`src/rtl/core/km_pkg.sv`:
```
// Package: shared codes, types and fixed widths for the k-means block.
`timescale 1ns / 1ps
package km_pkg;
	localparam int REQ_W = 3;
	localparam int CFG_DATA_W = 8;
	localparam int CFG_K_W = 4;
	localparam int CFG_LIM_W = 8;
	localparam int PASS_W = 8;
	localparam int FRAC_BITS = 8;

	typedef logic [REQ_W-1:0] req_t;

	localparam req_t REQ_CLEAR = 3'd0;
	localparam req_t REQ_LOAD_POINT = 3'd1;
	localparam req_t REQ_LOAD_SEED = 3'd2;
	localparam req_t REQ_RUN = 3'd3;
	localparam req_t REQ_QUERY = 3'd4;

	localparam logic REG_CLUSTER_COUNT = 1'b0;
	localparam logic REG_ITERATION_LIMIT = 1'b1;

	typedef enum logic [2:0] {
		ST_IDLE,
		ST_FEED,
		ST_DRAIN,
		ST_DIV_CHK,
		ST_DIV_X,
		ST_DIV_Y,
		ST_EMIT,
		ST_QOUT
	} km_state_t;
endpackage

```
`src/rtl/core/km_cell.sv`:
```
// Cluster cell: holds one mean and its accumulators, scores passing points.
`timescale 1ns / 1ps
module km_cell #(
	parameter int IDX = 0,
	parameter int COORD_BITS = 16,
	parameter int MEAN_W = 24,
	parameter int SUM_W = 25,
	parameter int CNT_W = 9,
	parameter int CIDX_W = 3,
	parameter int D_W = 50
) (
	input  logic                         clk,
	input  logic                         arst_n,
	input  logic                         en,
	input  logic                         clr,
	input  logic                         mean_we,
	input  logic signed [MEAN_W-1:0]     mean_x_in,
	input  logic signed [MEAN_W-1:0]     mean_y_in,
	input  logic                         acc_v,
	input  logic [CIDX_W-1:0]            acc_idx,
	input  logic signed [COORD_BITS-1:0] acc_px,
	input  logic signed [COORD_BITS-1:0] acc_py,
	input  logic                         v_in,
	input  logic signed [COORD_BITS-1:0] px_in,
	input  logic signed [COORD_BITS-1:0] py_in,
	input  logic [D_W-1:0]               bd_in,
	input  logic [CIDX_W-1:0]            bi_in,
	output logic                         v_out,
	output logic signed [COORD_BITS-1:0] px_out,
	output logic signed [COORD_BITS-1:0] py_out,
	output logic [D_W-1:0]               bd_out,
	output logic [CIDX_W-1:0]            bi_out,
	output logic signed [MEAN_W-1:0]     mean_x,
	output logic signed [MEAN_W-1:0]     mean_y,
	output logic signed [SUM_W-1:0]      sum_x,
	output logic signed [SUM_W-1:0]      sum_y,
	output logic [CNT_W-1:0]             cnt
);
	import km_pkg::*;

	localparam logic [CIDX_W-1:0] MY_IDX = CIDX_W'(IDX);
	localparam int SQ_W = 2 * MEAN_W + 1;

	logic signed [MEAN_W-1:0] mx_q, my_q;
	logic signed [SUM_W-1:0] sx_q, sy_q;
	logic [CNT_W-1:0] cnt_q;

	logic signed [MEAN_W-1:0] pxe, pye;
	logic signed [MEAN_W:0] dx, dy;
	logic signed [2*MEAN_W+1:0] sqx, sqy;

	logic v_s1, v_s2;
	logic signed [COORD_BITS-1:0] px_s1, py_s1, px_s2, py_s2;
	logic [D_W-1:0] bd_s1, bd_s2;
	logic [CIDX_W-1:0] bi_s1, bi_s2;
	logic [SQ_W-1:0] sqx_s1, sqy_s1;
	logic [D_W-1:0] d;
	logic win;

	assign pxe = {px_in, FRAC_BITS'(0)};
	assign pye = {py_in, FRAC_BITS'(0)};
	assign dx = {pxe[MEAN_W-1], pxe} - {mx_q[MEAN_W-1], mx_q};
	assign dy = {pye[MEAN_W-1], pye} - {my_q[MEAN_W-1], my_q};
	assign sqx = dx * dx;
	assign sqy = dy * dy;

	assign d = D_W'(sqx_s1) + D_W'(sqy_s1);
	// lowest index wins ties: only a strictly smaller distance takes over
	assign win = en && ((IDX == 0) || (d < bd_s1));

	always_ff @(posedge clk or negedge arst_n) begin
		if (!arst_n) begin
			v_s1 <= 1'b0;
			v_s2 <= 1'b0;
		end else begin
			v_s1 <= v_in;
			v_s2 <= v_s1;
		end
	end

	always_ff @(posedge clk) begin
		px_s1 <= px_in;
		py_s1 <= py_in;
		bd_s1 <= bd_in;
		bi_s1 <= bi_in;
		sqx_s1 <= sqx[SQ_W-1:0];
		sqy_s1 <= sqy[SQ_W-1:0];
		px_s2 <= px_s1;
		py_s2 <= py_s1;
		bd_s2 <= win ? d : bd_s1;
		bi_s2 <= win ? MY_IDX : bi_s1;
	end

	always_ff @(posedge clk) begin
		if (mean_we) begin
			mx_q <= mean_x_in;
			my_q <= mean_y_in;
		end
	end

	always_ff @(posedge clk or negedge arst_n) begin
		if (!arst_n) begin
			sx_q <= '0;
			sy_q <= '0;
			cnt_q <= '0;
		end else if (clr) begin
			sx_q <= '0;
			sy_q <= '0;
			cnt_q <= '0;
		end else if (acc_v && acc_idx == MY_IDX) begin
			sx_q <= sx_q + SUM_W'(acc_px);
			sy_q <= sy_q + SUM_W'(acc_py);
			cnt_q <= cnt_q + 1'b1;
		end
	end

	assign v_out = v_s2;
	assign px_out = px_s2;
	assign py_out = py_s2;
	assign bd_out = bd_s2;
	assign bi_out = bi_s2;
	assign mean_x = mx_q;
	assign mean_y = my_q;
	assign sum_x = sx_q;
	assign sum_y = sy_q;
	assign cnt = cnt_q;
endmodule

```
`config.mk`:
```
export PLATFORM = sky130hd
export DESIGN_NAME = km_cell
export DESIGN_NICKNAME = d
export VERILOG_FILES = /design/src/rtl/core/km_pkg.sv /design/src/rtl/core/km_cell.sv
export SDC_FILE = /design/constraint.sdc
export NUM_CORES = 2
export LEC_CHECK = 0
export BUFFER_PORTS_ARGS = -buffer_cell sky130_fd_sc_hd__buf_4
export CELL_PAD_IN_SITES_DETAIL_PLACEMENT = 1
export CELL_PAD_IN_SITES_GLOBAL_PLACEMENT = 1
export CORE_AREA = 5 5 384 348
export CTS_CLUSTER_DIAMETER = 40
export CTS_CLUSTER_SIZE = 20
export DETAILED_ROUTE_END_ITERATION = 8
export DIE_AREA = 0 0 389 353
export GPL_TIMING_DRIVEN = 0
export PLACE_DENSITY_LB_ADDON = 0.05
export SYNTH_ARGS = -nofsm -noshare
export SYNTH_HDL_FRONTEND = slang
export SYNTH_SLANG_ARGS = --single-unit
```
`constraint.sdc`:
```
create_clock -name clk -period 10.55 [get_ports clk]
set_input_delay 2.11 -clock clk [delete_from_list [all_inputs] [get_ports clk]]
set_output_delay 2.11 -clock clk [all_outputs]
set_load 0.005 [all_outputs]
```
==> out/results.tsv <==
stage	metric	value	unit
run_status	status	completed	
clocking	Clock transition at path regs	0.06	ns
hold_path	Hold Path Class	reg2reg	
timing	RSZ-0062 raised after global routing	true	
timing	max-slew violations	0	
global_route	antenna violations before repair	16	
logic_synthesis	EDFF count, synth	48	
setup_path	FF-to-FF path depth	31	
timing	Final Hold Viols	0	
placed_design	DP HPWL	150000	um
floorplanning	die area	137000	sq um
drt	drt drc	0	
logic_synthesis	syn_area_per_cell	9.94	sq um
setup_path	crit-path max FO	10	
hold_path	hold_sp	px_s1[14]	
logic_synthesis	post-synthesis register bit count	375	
logic_synthesis	Synth Net Count	7326	
placed_design	port bufs	365	
hold_path	worst hold endpoint	px_out[14]	
clocking	Post-CTS Hold Buffers	0	
global_route	largest net degree at the start of global routing	62	
setup_path	slowest cell on the critical path	fa_1	
setup_path	worst r2r dst	sqx_s1[40]	
logic_synthesis	leading area contributor after synthesis	fa_1	
floorplanning	# IOs	368	
logic_synthesis	asr flop ratio synth	16.3	%
clocking	Num CTS Buffers	67	
clocking	Clock Root Buffer	clkbuf_16	
placed_design	pre-CTS setup slack	-2.82	ns
logic_synthesis	Seq/Total Area, Yosys	15.1	%
placed_design	Area after DPL	60000	sq um
floorplanning	core area	129000	sq um
job	MaxCap Viol Count	0	
clocking	CTS Buffer Depth	3	
setup_path	critical path arrival	11.12	ns
timing	FMAX	95.0	MHz
hold_path	Hold Crit Depth	0	
setup_path	Buf+Inv Stages, Crit Path	6	
setup_path	Critical Path End Type	flop	
logic_synthesis	top post-synthesis cells by area	fa_1, dfxtp_1, ha_1	
global_route	vias in the first global route	46000	
drt	DR iter-0 viols	2282	
drt	Initial DRT Pass Iterations	5	
global_route	GRT Total Usage	26.8	%
drt	ANT nets after route	0	
timing	fin crit period	10.53	ns
floorplanning	die height	353	um
logic_synthesis	post-synth top area share	43.8	%
drt	DR vias/cell	5.15	
timing	clock skew	0.0371	ns
setup_path	WS Path Type	in2reg	
logic_synthesis	Mapped Cells	5534	
timing	slew at the pin closest to its max-slew limit	1.42	ns
logic_synthesis	Synth Cell Area	55000	sq um
logic_synthesis	main flop type after synthesis	dfxtp_1	
floorplanning	Initial Utilization	42.8	%
clocking	H-tree levels	3	
placed_design	RD Place Congestion	0.955	
cells_and_area	final instance area	65100	sq um
floorplanning	Std-Cell Rows	125	
setup_path	Worst R2R Setup Slack	0.18	ns
timing	final number of setup-violating endpoints	0	
global_route	first-pass GRT wire length	279000	um
floorplanning	die width	389	um
cells_and_area	Final #Nets	7873	
timing	Worst slew margin	4.85	%
timing	Fin Hold WS	0.323	ns
drt	WL final	181000	um
clocking	clock sink total	375	
timing	Final Worst Setup Slack	0.0198	ns
clocking	TritonCTS clock tree	built	
drt	DR vias	40400	
setup_path	CP delay by family, top	adder cells	
logic_synthesis	Ys Warns	0	
clocking	clock latency on the worst-skew pair	0.66	ns
logic_synthesis	post-synth cell types	100	
cells_and_area	area delta synth->final	18.3	%
setup_path	kind of start point of the critical path	input port	
drt	Avg WL per Cell	23.1	um
cells_and_area	share of cells above drive strength 1	15.4	%
setup_path	crit-path max cell delay	0.55	ns
setup_path	Critical path origin	px_in[2]	
cells_and_area	final core utilization	50.6	%
timing	final cycle utilization of the critical path	99.8	%
setup_path	cell mode on critical path	fa_1	
setup_path	RR Startpoint	mean_x[0]	
setup_path	CP Data Required Time	11.14	ns
global_route	GRT overflow	0	
[worst max-delay path by stage]
stage,cells after the start,to
global placement,33,sqy_s1[41]
floorplan,32,sqx_s1[48]
global route,35,sqx_s1[40]
detailed placement,33,sqx_s1[47]
CTS,36,sqy_s1[41]
finish,30,sqx_s1[40]
[through the flow]
stage,setup TNS (ns),cells
floorplan,0,5534
global route,-3.55,7849
CTS,0,7782
finish,0,7851
global placement,-143.75,7613
detailed placement,-111.85,7616
[registers in the layout, indices dropped and copies added, names as in the netlist]
name and cells:
cnt 9, py_s1 16, mean_x 24, bi_out 3, sqx_s1 48, bd_out 50
bd_s1 50, v_s1 1, px_out 16, v_out 1, sum_y 25, bi_s1 3
sum_x 25, px_s1 16, mean_y 24, sqy_s1 48, py_out 16
[cells in the mapped netlist (all sizes together), types with 89 or more instances]
| cell type | n |
|---|---|
| a21o | 119 |
| nand2 | 479 |
| xor2 | 89 |
| inv | 1307 |
| nor2 | 415 |
| fa | 1205 |
| clkbuf | 104 |
| o21ai | 90 |
| dfxtp | 266 |
| a21oi | 218 |
| ha | 412 |
| xnor2 | 170 |
[repair_timing]
item,CTS,global route
pin swaps,38,122
buffers inserted,53,67
setup endpoints to repair,59,34
gates cloned,0,1
gates resized for setup,208,211
[cells in the final DEF, fill, tap and decap left out, drive strengths merged, types with 7 or more instances in the layout]
cell type	netlist	routed
a21boi	10	10
o21a	20	20
inv	1307	1315
clkbuf	104	177
mux2	44	44
a311oi	8	8
clkinv	14	26
and3	25	25
a211oi	19	19
a31oi	21	21
o21bai	17	17
a21o	119	119
nor3	25	25
xor2	89	89
edfxtp	48	48
a21oi	218	218
nand4	24	24
bufinv	0	10
nor2b	31	31
nor2	415	415
nand2b	27	27
nand2	479	479
and2	39	39
buf	33	521
o21ai	90	90
and4	7	7
fa	1205	1205
xnor2	170	170
nand3	39	39
o31ai	17	17
nand3b	8	8
clkinvlp	0	8
or2	7	7
a221o	8	8
o211ai	13	13
ha	412	412
dfrtp	61	61
dfxtp	266	266
[kinds of logic after synthesis]
group / synth area share, %
and+or+nand+nor: 9.15
adders and majority gates: 53.2
AOI/OAI and AO/OA: 7.39
buffers and inverters: 10.1
xor gates and xnor gates: 4.18
DFF: 15.1
muxes: 0.937
[routing by layer]
metal  share of wire (%)  global-route usage (%)
met1                  43                    37.2
met4                 2.4                    6.13
met5               0.031                       0
met3                 7.2                    5.23
met2                  47                    43.5
[layout make-up]
class,count,area [sq um]
Fill cell,14300,63600
Multi-Input combinational cell,3701,42600
Sequential cell,375,8290
Inverter,1321,5050
Timing Repair Buffer,489,3860
Tap cell,1714,2140
Clock buffer,83,1870
Buffer,126,721
Clock inverter,38,567
Antenna cell,4,10.0
Power is not shown: default switching activity piles up to over one toggle a cycle in this logic, so the estimate is an artifact.
