--- src/rtl/core/km_div.sv ---
// Restoring divider, one quotient bit per cycle, unsigned operands.
`timescale 1ns / 1ps
module km_div #(
	parameter int DVD_W = 33,
	parameter int DSR_W = 9
) (
	input  logic             clk,
	input  logic             arst_n,
	input  logic             start,
	input  logic [DVD_W-1:0] dividend,
	input  logic [DSR_W-1:0] divisor,
	output logic             done,
	output logic [DVD_W-1:0] quotient
);
	localparam int CW = $clog2(DVD_W + 1);

	logic [CW-1:0] cnt_q;
	logic run_q;
	logic done_q;
	logic [DVD_W-1:0] dvd_q;
	logic [DVD_W-1:0] quo_q;
	logic [DSR_W:0] rem_q;
	logic [DSR_W-1:0] dsr_q;
	logic [DSR_W:0] rem_sh;
	logic take;

	assign rem_sh = {rem_q[DSR_W-1:0], dvd_q[DVD_W-1]};
	assign take = rem_sh >= {1'b0, dsr_q};

	always_ff @(posedge clk or negedge arst_n) begin
		if (!arst_n) begin
			run_q <= 1'b0;
			done_q <= 1'b0;
			cnt_q <= '0;
		end else begin
			done_q <= 1'b0;
			if (start) begin
				run_q <= 1'b1;
				cnt_q <= CW'(DVD_W);
			end else if (run_q) begin
				cnt_q <= cnt_q - 1'b1;
				if (cnt_q == CW'(1)) begin
					run_q <= 1'b0;
					done_q <= 1'b1;
				end
			end
		end
	end

	always_ff @(posedge clk) begin
		if (start) begin
			dvd_q <= dividend;
			dsr_q <= divisor;
			rem_q <= '0;
			quo_q <= '0;
		end else if (run_q) begin
			dvd_q <= {dvd_q[DVD_W-2:0], 1'b0};
			rem_q <= take ? rem_sh - {1'b0, dsr_q} : rem_sh;
			quo_q <= {quo_q[DVD_W-2:0], take};
		end
	end

	assign done = done_q;
	assign quotient = quo_q;
endmodule

--- config.mk ---
export PLATFORM = sky130hd
export DESIGN_NAME = km_div
export DESIGN_NICKNAME = d
export VERILOG_FILES = /design/src/rtl/core/km_div.sv
export SDC_FILE = /design/constraint.sdc
export NUM_CORES = 1
export LEC_CHECK = 0
export BUFFER_PORTS_ARGS = -buffer_cell sky130_fd_sc_hd__buf_4
export CAP_MARGIN = 0
export CORE_MARGIN = 2
export CORE_UTILIZATION = 50
export DETAILED_ROUTE_END_ITERATION = 8
export GPL_TIMING_DRIVEN = 1
export PLACE_DENSITY = 0.74
export REMOVE_ABC_BUFFERS = 1
export SYNTH_ARGS = -nofsm -noshare
export SYNTH_HDL_FRONTEND = slang
export SYNTH_SLANG_ARGS = --single-unit
export TNS_END_PERCENT = 5
--- constraint.sdc ---
create_clock -name clk -period 2.6 [get_ports clk]
set_input_delay 0.26 -clock clk [delete_from_list [all_inputs] [get_ports clk]]
set_output_delay 0.26 -clock clk [all_outputs]
set_load 0.02 [all_outputs]
==> run_results.csv, run 1 <==
group,metric,value,unit
layout,diodes,0,
global_routing,grt_pass1_wl,12480,µm
yosys,post-synth-top-count-cell,"nor2_1",
clock_network,root_buffer,"clkbuf_8",
layout,layout.core_utilization,62.29,%
yosys,yosysWarningCount,0,
layout,fin_area,5041,µm²
yosys,ys.flop_type,"edfxtp_1",
critical_path,crit_fanout,3,
sta,fmax,0.4092,GHz
sta,rsz0062_at_grt,"no",
critical_path,endpoint,"rem_q[8]",
power_and_ir_drop,peakVddDrop,0.4354,mV
yosys,synth_top_area_cell,"edfxtp_1",
critical_path,critPathKind,"register to register",
global_routing,track_usage,18.16,%
critical_path,cp-startpoint,"dvd_q[32]",
sta,worst_pin_slew,0.5671,ns
layout,drive_gt1_share,34.62,%
yosys,synth-edff-count,42,
floorplan,die_w,94.56,µm
clock_network,clk_pin_slew,0.09,ns
layout,nets,468,
critical_path,r2r_end,"rem_q[8]",
clock_network,cts.sinks,92,
critical_path,rr_worst_depth,9,
yosys,yosys.cell_types.count,47,
yosys,synthAdderAreaFrac,3.845,%
clock_network,cts_buffers,9,
yosys,synth_compound_area_share,6.530,%
sta,relSlewSlack,62.19,%
critical_path,rrSetupSlack,0.16,ns
detailed_routing,drt-pass1-iter-count,4,
run_status,outcome,"completed",
sta,setup_viol,0,
global_routing,antenna_found_initial,0,
clock_network,cts_buffer_depth,2,
critical_path,r2r_start,"dvd_q[32]",
detailed_routing,wl,7519,µm
detailed_routing,drt_iter0_markers,67,
yosys,async_flop_share,8.696,%
sta,period_needed,2.444,ns
yosys,synth_top_cells_by_count,"nor2_1 (49), dfxtp_1 (42), edfxtp_1 (42)",
place,hpwl,5100,µm
clock_network,cts_tree,"yes",
floorplan,start_util,50.66,%
global_routing,grt_overflow,0,
sta,skew,0.01131,ns
floorplan,placement_rows,33,
flow_run,maxCapViolations,0,
yosys,netlist_top_cells_area,"edfxtp_1 (31%), dfxtp_1 (21%), mux2i_1 (9.0%)",
sta,finalHoldViolCount,0,
yosys,ys_seq_elements,92,
critical_path,endpoint_kind,"register",
detailed_routing,drcViolationCount,0,
global_routing,grt_pass1_vias,2556,
sta,drv_slew,0,
yosys,synth-seq-area-share,56.15,%
yosys,syn-mean-instance-area,12.42,µm²
clock_network,worst_skew_pair.late_latency,0.36,ns
floorplan,fp.dieH,94.56,µm
layout,areaGrowthSynthToFinish,22.95,%
place,gp_congestion,0.8073,
floorplan,dieArea,8941,µm²
yosys,synth-xor-area-share,1.922,%
yosys,synthMuxAreaShare,17.82,%
sta,period_share,93.98,%
power_and_ir_drop,p_leak,2.337,nW
yosys,synthCells,330,
detailed_routing,ant_nets,0,
power_and_ir_drop,powerDensity,776.2,nW/µm²
yosys,synth.top_cell.area_share,30.76,%
place,portBuffers,78,
floorplan,io_pins,79,
yosys,synth-simple-area-share,10.50,%
detailed_routing,num_vias,2707,
yosys,synth_top_family_by_area,"multiplexers",
clock_network,h-tree-depth,3,
critical_path,critPathRequiredTime,2.83,ns
critical_path,worst_setup_path_start_kind,"register",
yosys,syn-cell-area,4100,µm²
critical_path,arrival,2.68,ns
worst_hold_path,hold_class,"input port to register",
detailed_routing,via_per_inst,5.196,
place,placement.cell_area,4795,µm²
detailed_routing,wl_per_cell,14.43,µm
global_routing,grt_max_degree,53,
floorplan,core-area,8093,µm²
## sequential cells by signal (all words and copies together), names as in the netlist
register,count
dvd_q,33
quotient,33
dsr_q,9
rem_q,9
cnt_q,6
done,1
run_q,1
## critical path, cell delays in order, from the launching register on
cell	delay (ns)
edfxtp_1	0.39
inv_1	0.07
ha_1	0.15
inv_1	0.05
fa_1	0.44
a211oi_4	0.26
o21ai_2	0.14
a311oi_1	0.34
a2111oi_0	0.11
or3_1	0.38
## per-stage QoR
step / cells / total power, W / setup TNS [ns] / hold slack [ns] / setup WS, ns
after floorplan: 313 / 0.002613 / -10.04 / -0.03559 / -0.3042
after global placement: 503 / 0.002853 / 0 / 0.08449 / 0.1963
after detailed placement: 503 / 0.002887 / 0 / 0.08565 / 0.1334
after CTS: 520 / 0.003934 / 0 / 0.05403 / 0.07279
after global routing: 521 / 0.004141 / 0 / 0.04811 / 0.01761
final: 521 / 0.003913 / 0 / 0.07831 / 0.1565
## how the worst min path moves through the flow
stage | slack, ns | end | cells after the start | start
3_3_place_gp | 0.08 | cnt_q[4] | 1 | arst_n
6_report | 0.08 | dsr_q[4] | 1 | divisor[4]
4_1_cts | 0.05 | dsr_q[5] | 1 | divisor[5]
3_5_place_dp | 0.09 | cnt_q[4] | 1 | arst_n
5_1_grt | 0.05 | dsr_q[3] | 1 | divisor[3]
2_1_floorplan | -0.04 | cnt_q[0] | 0 | arst_n
## layout by cell type, fill, tap and decap left out, types with 2 or more instances in the layout
cell type	netlist	final
a211o_1	2	2
a211oi_1	7	7
a211oi_4	2	2
a21oi_1	5	5
a311oi_1	3	3
and2_1	2	2
buf_4	0	85
clkbuf_1	8	2
clkbuf_16	0	3
clkbuf_8	0	9
dfrtp_1	8	7
dfxtp_1	42	42
edfxtp_1	42	42
ha_1	11	11
inv_1	15	15
mux2_2	32	32
mux2i_1	37	37
nand2_1	6	6
nand2b_1	5	5
nand3_1	5	5
nand4b_1	3	3
nor2_1	49	49
nor2b_1	2	2
nor3_1	2	2
nor4b_1	2	2
o211ai_1	2	2
o311ai_0	2	2
or3b_2	2	2
xnor2_1	4	4
xor2_1	5	5
## cells by family (layout without fill, tap and decap cells)
| kind of cell | after synthesis | count (layout) |
|---|---|---|
| AOI/OAI and AO/OA | 31 | 31 |
| xor gates and xnor gates | 9 | 9 |
| adders and majority gates | 12 | 12 |
| buffers and inverters | 32 | 118 |
| DFF | 92 | 92 |
| muxes | 69 | 69 |
| and+or+nand+nor | 85 | 85 |
## area by class of cell
class	instances	area, µm²
fillers	665	3052
flip-flops and latches	92	2303
multi-input cells	206	1665
repair buffers	87	659.4
clock buffers	14	206.4
well taps	105	131.4
inverters	15	56.30
clock inverters	2	18.77
## layer usage
| metal | global-route usage (%) | part of all wire, % |
|---|---|---|
| met5 | 0 | 0 |
| met4 | 8.937 | 1.6 |
| met3 | 5.427 | 6.0 |
| met2 | 27.80 | 46 |
| met1 | 23.56 | 46 |
## report_power, final
part	total (W)	switching (W)	internal [W]
Sequential	0.00190	0.000141	0.00176
Combinational	0.000976	0.000492	0.000484
Clock	0.00104	0.000507	0.000531
## what timing repair did
action,CTS,global route
resized for setup,0,1
hold buffers,1,0
hold endpoints to repair,8,0
setup buffers,0,1
endpoints found under the setup margin,0,6
Power figures use the tool's default switching activity.
==> run 2: changes to the inputs <==
CORE_MARGIN = 4   (was 2)
CORE_UTILIZATION = 55   (was 50)
PLACE_DENSITY = 0.8   (was 0.74)
==> run 2 against run 1 <==
  * Flip-flop and latch count unchanged
  * Total power decreased by 3.6%
  * Final area decreased by 0.97%
  * Non-clock buffer count decreased by 1
  * Setup slack got worse by 0.036 ns
  * Critical path depth increased by 1
  * Via count decreased by 0.85%
  * Largest cell class unchanged
  * Largest power group unchanged
==> run_results.csv, run 2 (synthesized netlist as in run 1, its figures left out) <==
group,metric,value,unit
run_status,outcome,"completed",
sta,rsz0062_at_grt,"no",
clock_network,h-tree-depth,3,
critical_path,slowest_stage,"fa_1",
sta,relSlewSlack,48.16,%
layout,drive_gt1_share,34.70,%
clock_network,cts_buffer_depth,2,
sta,period_share,95.37,%
layout,instances_no_fill,514,
critical_path,max_stage_delay,0.43,ns
power_and_ir_drop,swShare,29.74,%
floorplan,io_pins,79,
power_and_ir_drop,p_int,0.002651,W
global_routing,grt_overflow,0,
layout,diodes,0,
clock_network,cts_tree,"yes",
global_routing,grt_pass1_wl,12500,µm
critical_path,path_cells,"inv_1 > ha_1 > inv_1 > fa_1 > a211oi_4 > o21ai_2 > a211oi_4 > buf_6 > mux2i_1 > a211oi_1",
critical_path,critPathRequiredTime,2.80,ns
detailed_routing,drcViolationCount,0,
floorplan,fp.dieH,94.34,µm
sta,whs,0.08842,ns
clock_network,cts.sinks,92,
power_and_ir_drop,seq_power_share,49.6,%
layout,fin_area,4992,µm²
sta,skew,0.007848,ns
clock_network,worst_skew_pair.late_latency,0.34,ns
layout,nets,467,
critical_path,crit_family,"compound AO/OA/AOI/OAI gates",
global_routing,antenna_found_initial,0,
critical_path,critPathKind,"register to register",
power_and_ir_drop,p_leak,2.322,nW
detailed_routing,num_vias,2684,
critical_path,worst_setup_path_start_kind,"register",
detailed_routing,wl_per_cell,14.36,µm
layout,layout_commonest_cell,"buf_4",
layout,areaGrowthSynthToFinish,21.76,%
power_and_ir_drop,clockPowerShare,24.2,%
power_and_ir_drop,pwr-share-comb,26.2,%
floorplan,placement_rows,31,
critical_path,endpoint_kind,"register",
floorplan,die_w,94.34,µm
worst_hold_path,hold_class,"input port to register",
detailed_routing,drt-pass1-iter-count,5,
power_and_ir_drop,peakVddDrop,0.5181,mV
global_routing,grt_max_degree,73,
critical_path,critPathBufInv,3,
layout,multiInputGateArea,1665,µm²
sta,period_needed,2.480,ns
flow_run,maxCapViolations,0,
sta,drv_slew,0,
detailed_routing,wl,7379,µm
place,gp_congestion,0.8429,
clock_network,cts_buffers,9,
clock_network,clk_pin_slew,0.09,ns
sta,finalHoldViolCount,0,
critical_path,arrival,2.68,ns
critical_path,crit_fanout,9,
floorplan,start_util,56.53,%
place,portBuffers,78,
clock_network,root_buffer,"clkbuf_8",
detailed_routing,drt_iter0_markers,118,
floorplan,core-area,7253,µm²
floorplan,dieArea,8900,µm²
detailed_routing,ant_nets,0,
layout,seq_area,2303,µm²
place,placed_cells,497,
detailed_routing,via_per_inst,5.222,
sta,setup_viol,0,
place,hpwl,5310,µm
sta,fmax,0.4033,GHz
power_and_ir_drop,switchingPower,0.001122,W
global_routing,grt_pass1_vias,2665,
layout,final_cell_mix,"buf_4 (84), nor2_1 (49), edfxtp_1 (42), dfxtp_1 (42), mux2i_1 (37)",
layout,nFillCells,545,
global_routing,track_usage,17.85,%
place,placement.cell_area,4787,µm²
power_and_ir_drop,powerDensity,755.8,nW/µm²
sta,worst_pin_slew,0.7776,ns
run 2: changes by cell type in the layout (fill, tap and decap cells not counted), sizes merged:
cell,previous run,this run
clkbuf,14,11
inv,16,19
buf,86,85
clkinv,0,1
clkinvlp,1,0
run 2: area by class of cell:
| class | count | share of cell area, % |
|---|---|---|
| Multi-Input combinational cell | 206 | 33.36 |
| Tap cell | 99 | 2.481 |
| Clock buffer | 11 | 3.058 |
| Sequential cell | 92 | 46.14 |
| Timing Repair Buffer | 86 | 13.06 |
| Clock inverter | 5 | 0.7769 |
| Inverter | 15 | 1.128 |
run 2: worst register-to-register path, cell delays in order (launching register included):
cell and delay [ns]:
edfxtp_1 0.40, inv_1 0.07, ha_1 0.15, inv_1 0.06, fa_1 0.43, a211oi_4 0.28, o21ai_2 0.16, a211oi_4 0.28
buf_6 0.19, mux2i_1 0.24, a211oi_1 0.10
run 2: per-stage QoR:
step	setup slack, ns	power (W)	util [%]	TNS [ns]
floorplan	-0.3042	0.002613	-	-10.04
global placement	0.1886	0.002853	66.00	0
detailed placement	0.04028	0.002891	66.00	0
CTS	0.03006	0.003816	68.78	0
global route	0.01021	0.004011	68.83	0
finish	0.1203	0.003773	68.83	0
run 2: timing repair:
| item | 4_1_cts | 5_1_grt |
|---|---|---|
| setup buffers | 0 | 0 |
| gates resized for setup | 0 | 1 |
| endpoints found under the hold margin | 8 | 0 |
| setup endpoints to repair | 0 | 6 |
| hold buffers | 1 | 0 |
run 2: final timing paths:
kind / slack, ns / end / startpoint / depth (start not counted)
max: 0.12 / rem_q[3] / dvd_q[32] / 10
max reg2reg: 0.12 / rem_q[3] / dvd_q[32] / 10
min: 0.09 / dsr_q[3] / divisor[3] / 1
max in group asynchronous: 2.20 / run_q / arst_n / 2
min reg2reg: 0.51 / rem_q[1] / rem_q[1] / 2
min in group asynchronous: 0.26 / cnt_q[3] / arst_n / 2
run 2: metal layers:
metal / vias to the layer above / wire length [µm] / GRT usage, %
li1: 1340 / - / -
met1: 1279 / 3226 / 23.29
met4: 0 / 72 / 6.859
met3: 6 / 456 / 4.940
met5: - / 0 / 0
met2: 59 / 3623 / 28.43
run 2: power groups by stage:
stage	combinational (W)	clock, W	sequential (W)
floorplan	0.000666	0	0.00195
global placement	0.000953	0	0.00190
detailed placement	0.000983	0	0.00191
CTS	0.000991	0.000949	0.00188
global route	0.00110	0.00102	0.00190
finish	0.000987	0.000914	0.00187
==> run 3: changes to the inputs <==
CAP_MARGIN = default   (was 0)
CORE_UTILIZATION = 50   (was 55)
PLACE_DENSITY = 0.77   (was 0.8)
clock period = 2.25 ns   (was 2.6 ns; I/O delays follow)
==> run 3 against run 2 <==
  * Worst hold slack lost 0.036 ns
  * Wire length is 6.7% higher
  * Cell count is 1.8% higher
  * Register-to-register slack got worse by 0.15 ns
  * The run now ends with setup timing left
  * Clock skew grew 0.0019 ns
  * Global-route usage fell by 1.1 points
  * Utilization is 4.4 points lower
  * Flip-flop and latch count unchanged
  * Fmax is 9.0% higher
  * Sequential power is 17% higher
  * Largest cell class unchanged
==> run_results.csv, run 3 (synthesized netlist as in run 1, its figures left out) <==
group,metric,value,unit
layout,final_cell_mix,"buf_4 (90), nor2_1 (49), edfxtp_1 (42), dfxtp_1 (42), mux2i_1 (36)",
clock_network,h-tree-depth,3,
critical_path,critPathKind,"register to register",
sta,fmax,0.4395,GHz
sta,relSlewSlack,67.68,%
clock_network,cts_buffer_depth,2,
worst_hold_path,hold_path_depth,1,
place,portBuffers,78,
sta,period_share,101.1,%
sta,rsz0062_at_grt,"yes",
floorplan,fp.dieH,98.56,µm
global_routing,antenna_found_initial,0,
floorplan,io_pins,79,
detailed_routing,via_per_inst,5.207,
layout,diodes,0,
detailed_routing,drt-pass1-iter-count,4,
floorplan,die_w,98.56,µm
critical_path,rrSetupSlack,-0.03,ns
critical_path,worst_setup_path_start_kind,"register",
place,placed_cells,505,
floorplan,dieArea,9713,µm²
global_routing,met2_usage,27.61,%
detailed_routing,ant_nets,0,
critical_path,arrival,2.50,ns
run_status,violations,"setup timing",
critical_path,r2r_end,"rem_q[3]",
sta,worst_pin_slew,0.4849,ns
clock_network,clk_pin_slew,0.09,ns
global_routing,grt_overflow,0,
critical_path,crit_fanout,8,
sta,period_needed,2.275,ns
floorplan,placement_rows,32,
worst_hold_path,hold_start,"divisor[6]",
worst_hold_path,hold_class,"input port to register",
layout,areaGrowthSynthToFinish,23.22,%
clock_network,worst_skew_pair.late_latency,0.35,ns
sta,drv_slew,0,
layout,layout_commonest_cell,"buf_4",
detailed_routing,wl_per_cell,15.06,µm
worst_hold_path,hold_end,"dsr_q[6]",
place,gp_congestion,0.8491,
sta,skew,0.009766,ns
power_and_ir_drop,peakVddDrop,0.3869,mV
global_routing,grt_busiest_layer,"met2",
clock_network,root_buffer,"clkbuf_8",
place,placement.cell_area,4828,µm²
critical_path,critPathRequiredTime,2.47,ns
global_routing,grtUsageMet3,7.077,%
layout,instances_no_fill,523,
run_status,outcome,"finished, violations left",
layout,fin_area,5052,µm²
global_routing,grt_pass1_vias,2773,
global_routing,groute.layer.met1.usage,20.02,%
detailed_routing,drcViolationCount,0,
flow_run,maxCapViolations,0,
global_routing,grt_max_degree,33,
sta,setup_ws,-0.02540,ns
layout,nets,473,
power_and_ir_drop,p_leak,2.348,nW
sta,setup_viol,4,
critical_path,r2r_start,"dvd_q[32]",
critical_path,endpoint_kind,"register",
clock_network,cts_tree,"yes",
global_routing,track_usage,16.73,%
layout,drive_gt1_share,36.58,%
sta,finalHoldViolCount,0,
layout,layout.core_utilization,64.38,%
floorplan,start_util,52.25,%
place,hpwl,5734,µm
power_and_ir_drop,p_total,0.004436,W
critical_path,rr_worst_depth,10,
sta,whs,0.05251,ns
detailed_routing,wl,7877,µm
detailed_routing,num_vias,2723,
clock_network,cts_buffers,9,
floorplan,core-area,7848,µm²
clock_network,cts.sinks,92,
detailed_routing,drt_iter0_markers,96,
power_and_ir_drop,powerDensity,877.9,nW/µm²
global_routing,grt_pass1_wl,13150,µm
run 3: cell type report:
type / count / area [µm²]
fillers: 639 / 2795
flip-flops and latches: 92 / 2303
multi-input cells: 206 / 1684
repair buffers: 92 / 696.9
clock buffers: 11 / 152.6
well taps: 102 / 127.6
inverters: 15 / 56.30
clock inverters: 5 / 31.28
run 3: layer usage:
layer | vias up | share of wire (%)
met5 | - | 0
met4 | 0 | 0.38
met3 | 2 | 7.5
met2 | 67 | 49
met1 | 1300 | 43
li1 | 1354 | -
run 3: power breakdown:
part / internal (W) / switching (W) / leakage, nW
Sequential: 0.00203 / 0.000151 / 0.874
Combinational: 0.000601 / 0.000604 / 1.37
Clock: 0.000472 / 0.000576 / 0.0995
Total: 0.00311 / 0.00133 / 2.35
run 3: critical path: stages (launching register included):
cell and delay (ns):
edfxtp_1 0.39, inv_1 0.07, ha_1 0.15, inv_1 0.06
fa_2 0.37, a211oi_4 0.24, o21ai_2 0.12, a211oi_4 0.28
buf_6 0.18, mux2i_2 0.22, a211oi_2 0.09
run 3: per-stage QoR:
stage	setup WS (ns)	setup TNS (ns)
floorplan	-0.6542	-24.01
global placement	-0.09652	-0.6291
detailed placement	-0.2196	-1.436
CTS	-0.01187	-0.02362
global route	-0.1515	-0.9677
finish	-0.02540	-0.04437
run 3: worst max-delay path by stage:
| stage | startpoint | end | slack, ns | cells past startpoint |
|---|---|---|---|---|
| 2_1_floorplan | run_q | dvd_q[0] | -0.65 | 2 |
| 3_3_place_gp | dvd_q[32] | rem_q[6] | -0.1 | 10 |
| 3_5_place_dp | dvd_q[32] | rem_q[5] | -0.22 | 10 |
| 4_1_cts | dvd_q[32] | rem_q[5] | -0.01 | 10 |
| 5_1_grt | dvd_q[32] | rem_q[3] | -0.15 | 10 |
| 6_report | dvd_q[32] | rem_q[3] | -0.03 | 10 |
run 3: repair_timing:
item	CTS	global route
pin swaps	4	3
hold buffers	1	0
setup endpoints to repair	10	9
hold endpoints to repair	8	0
setup buffers	1	0
gates resized for setup	4	2
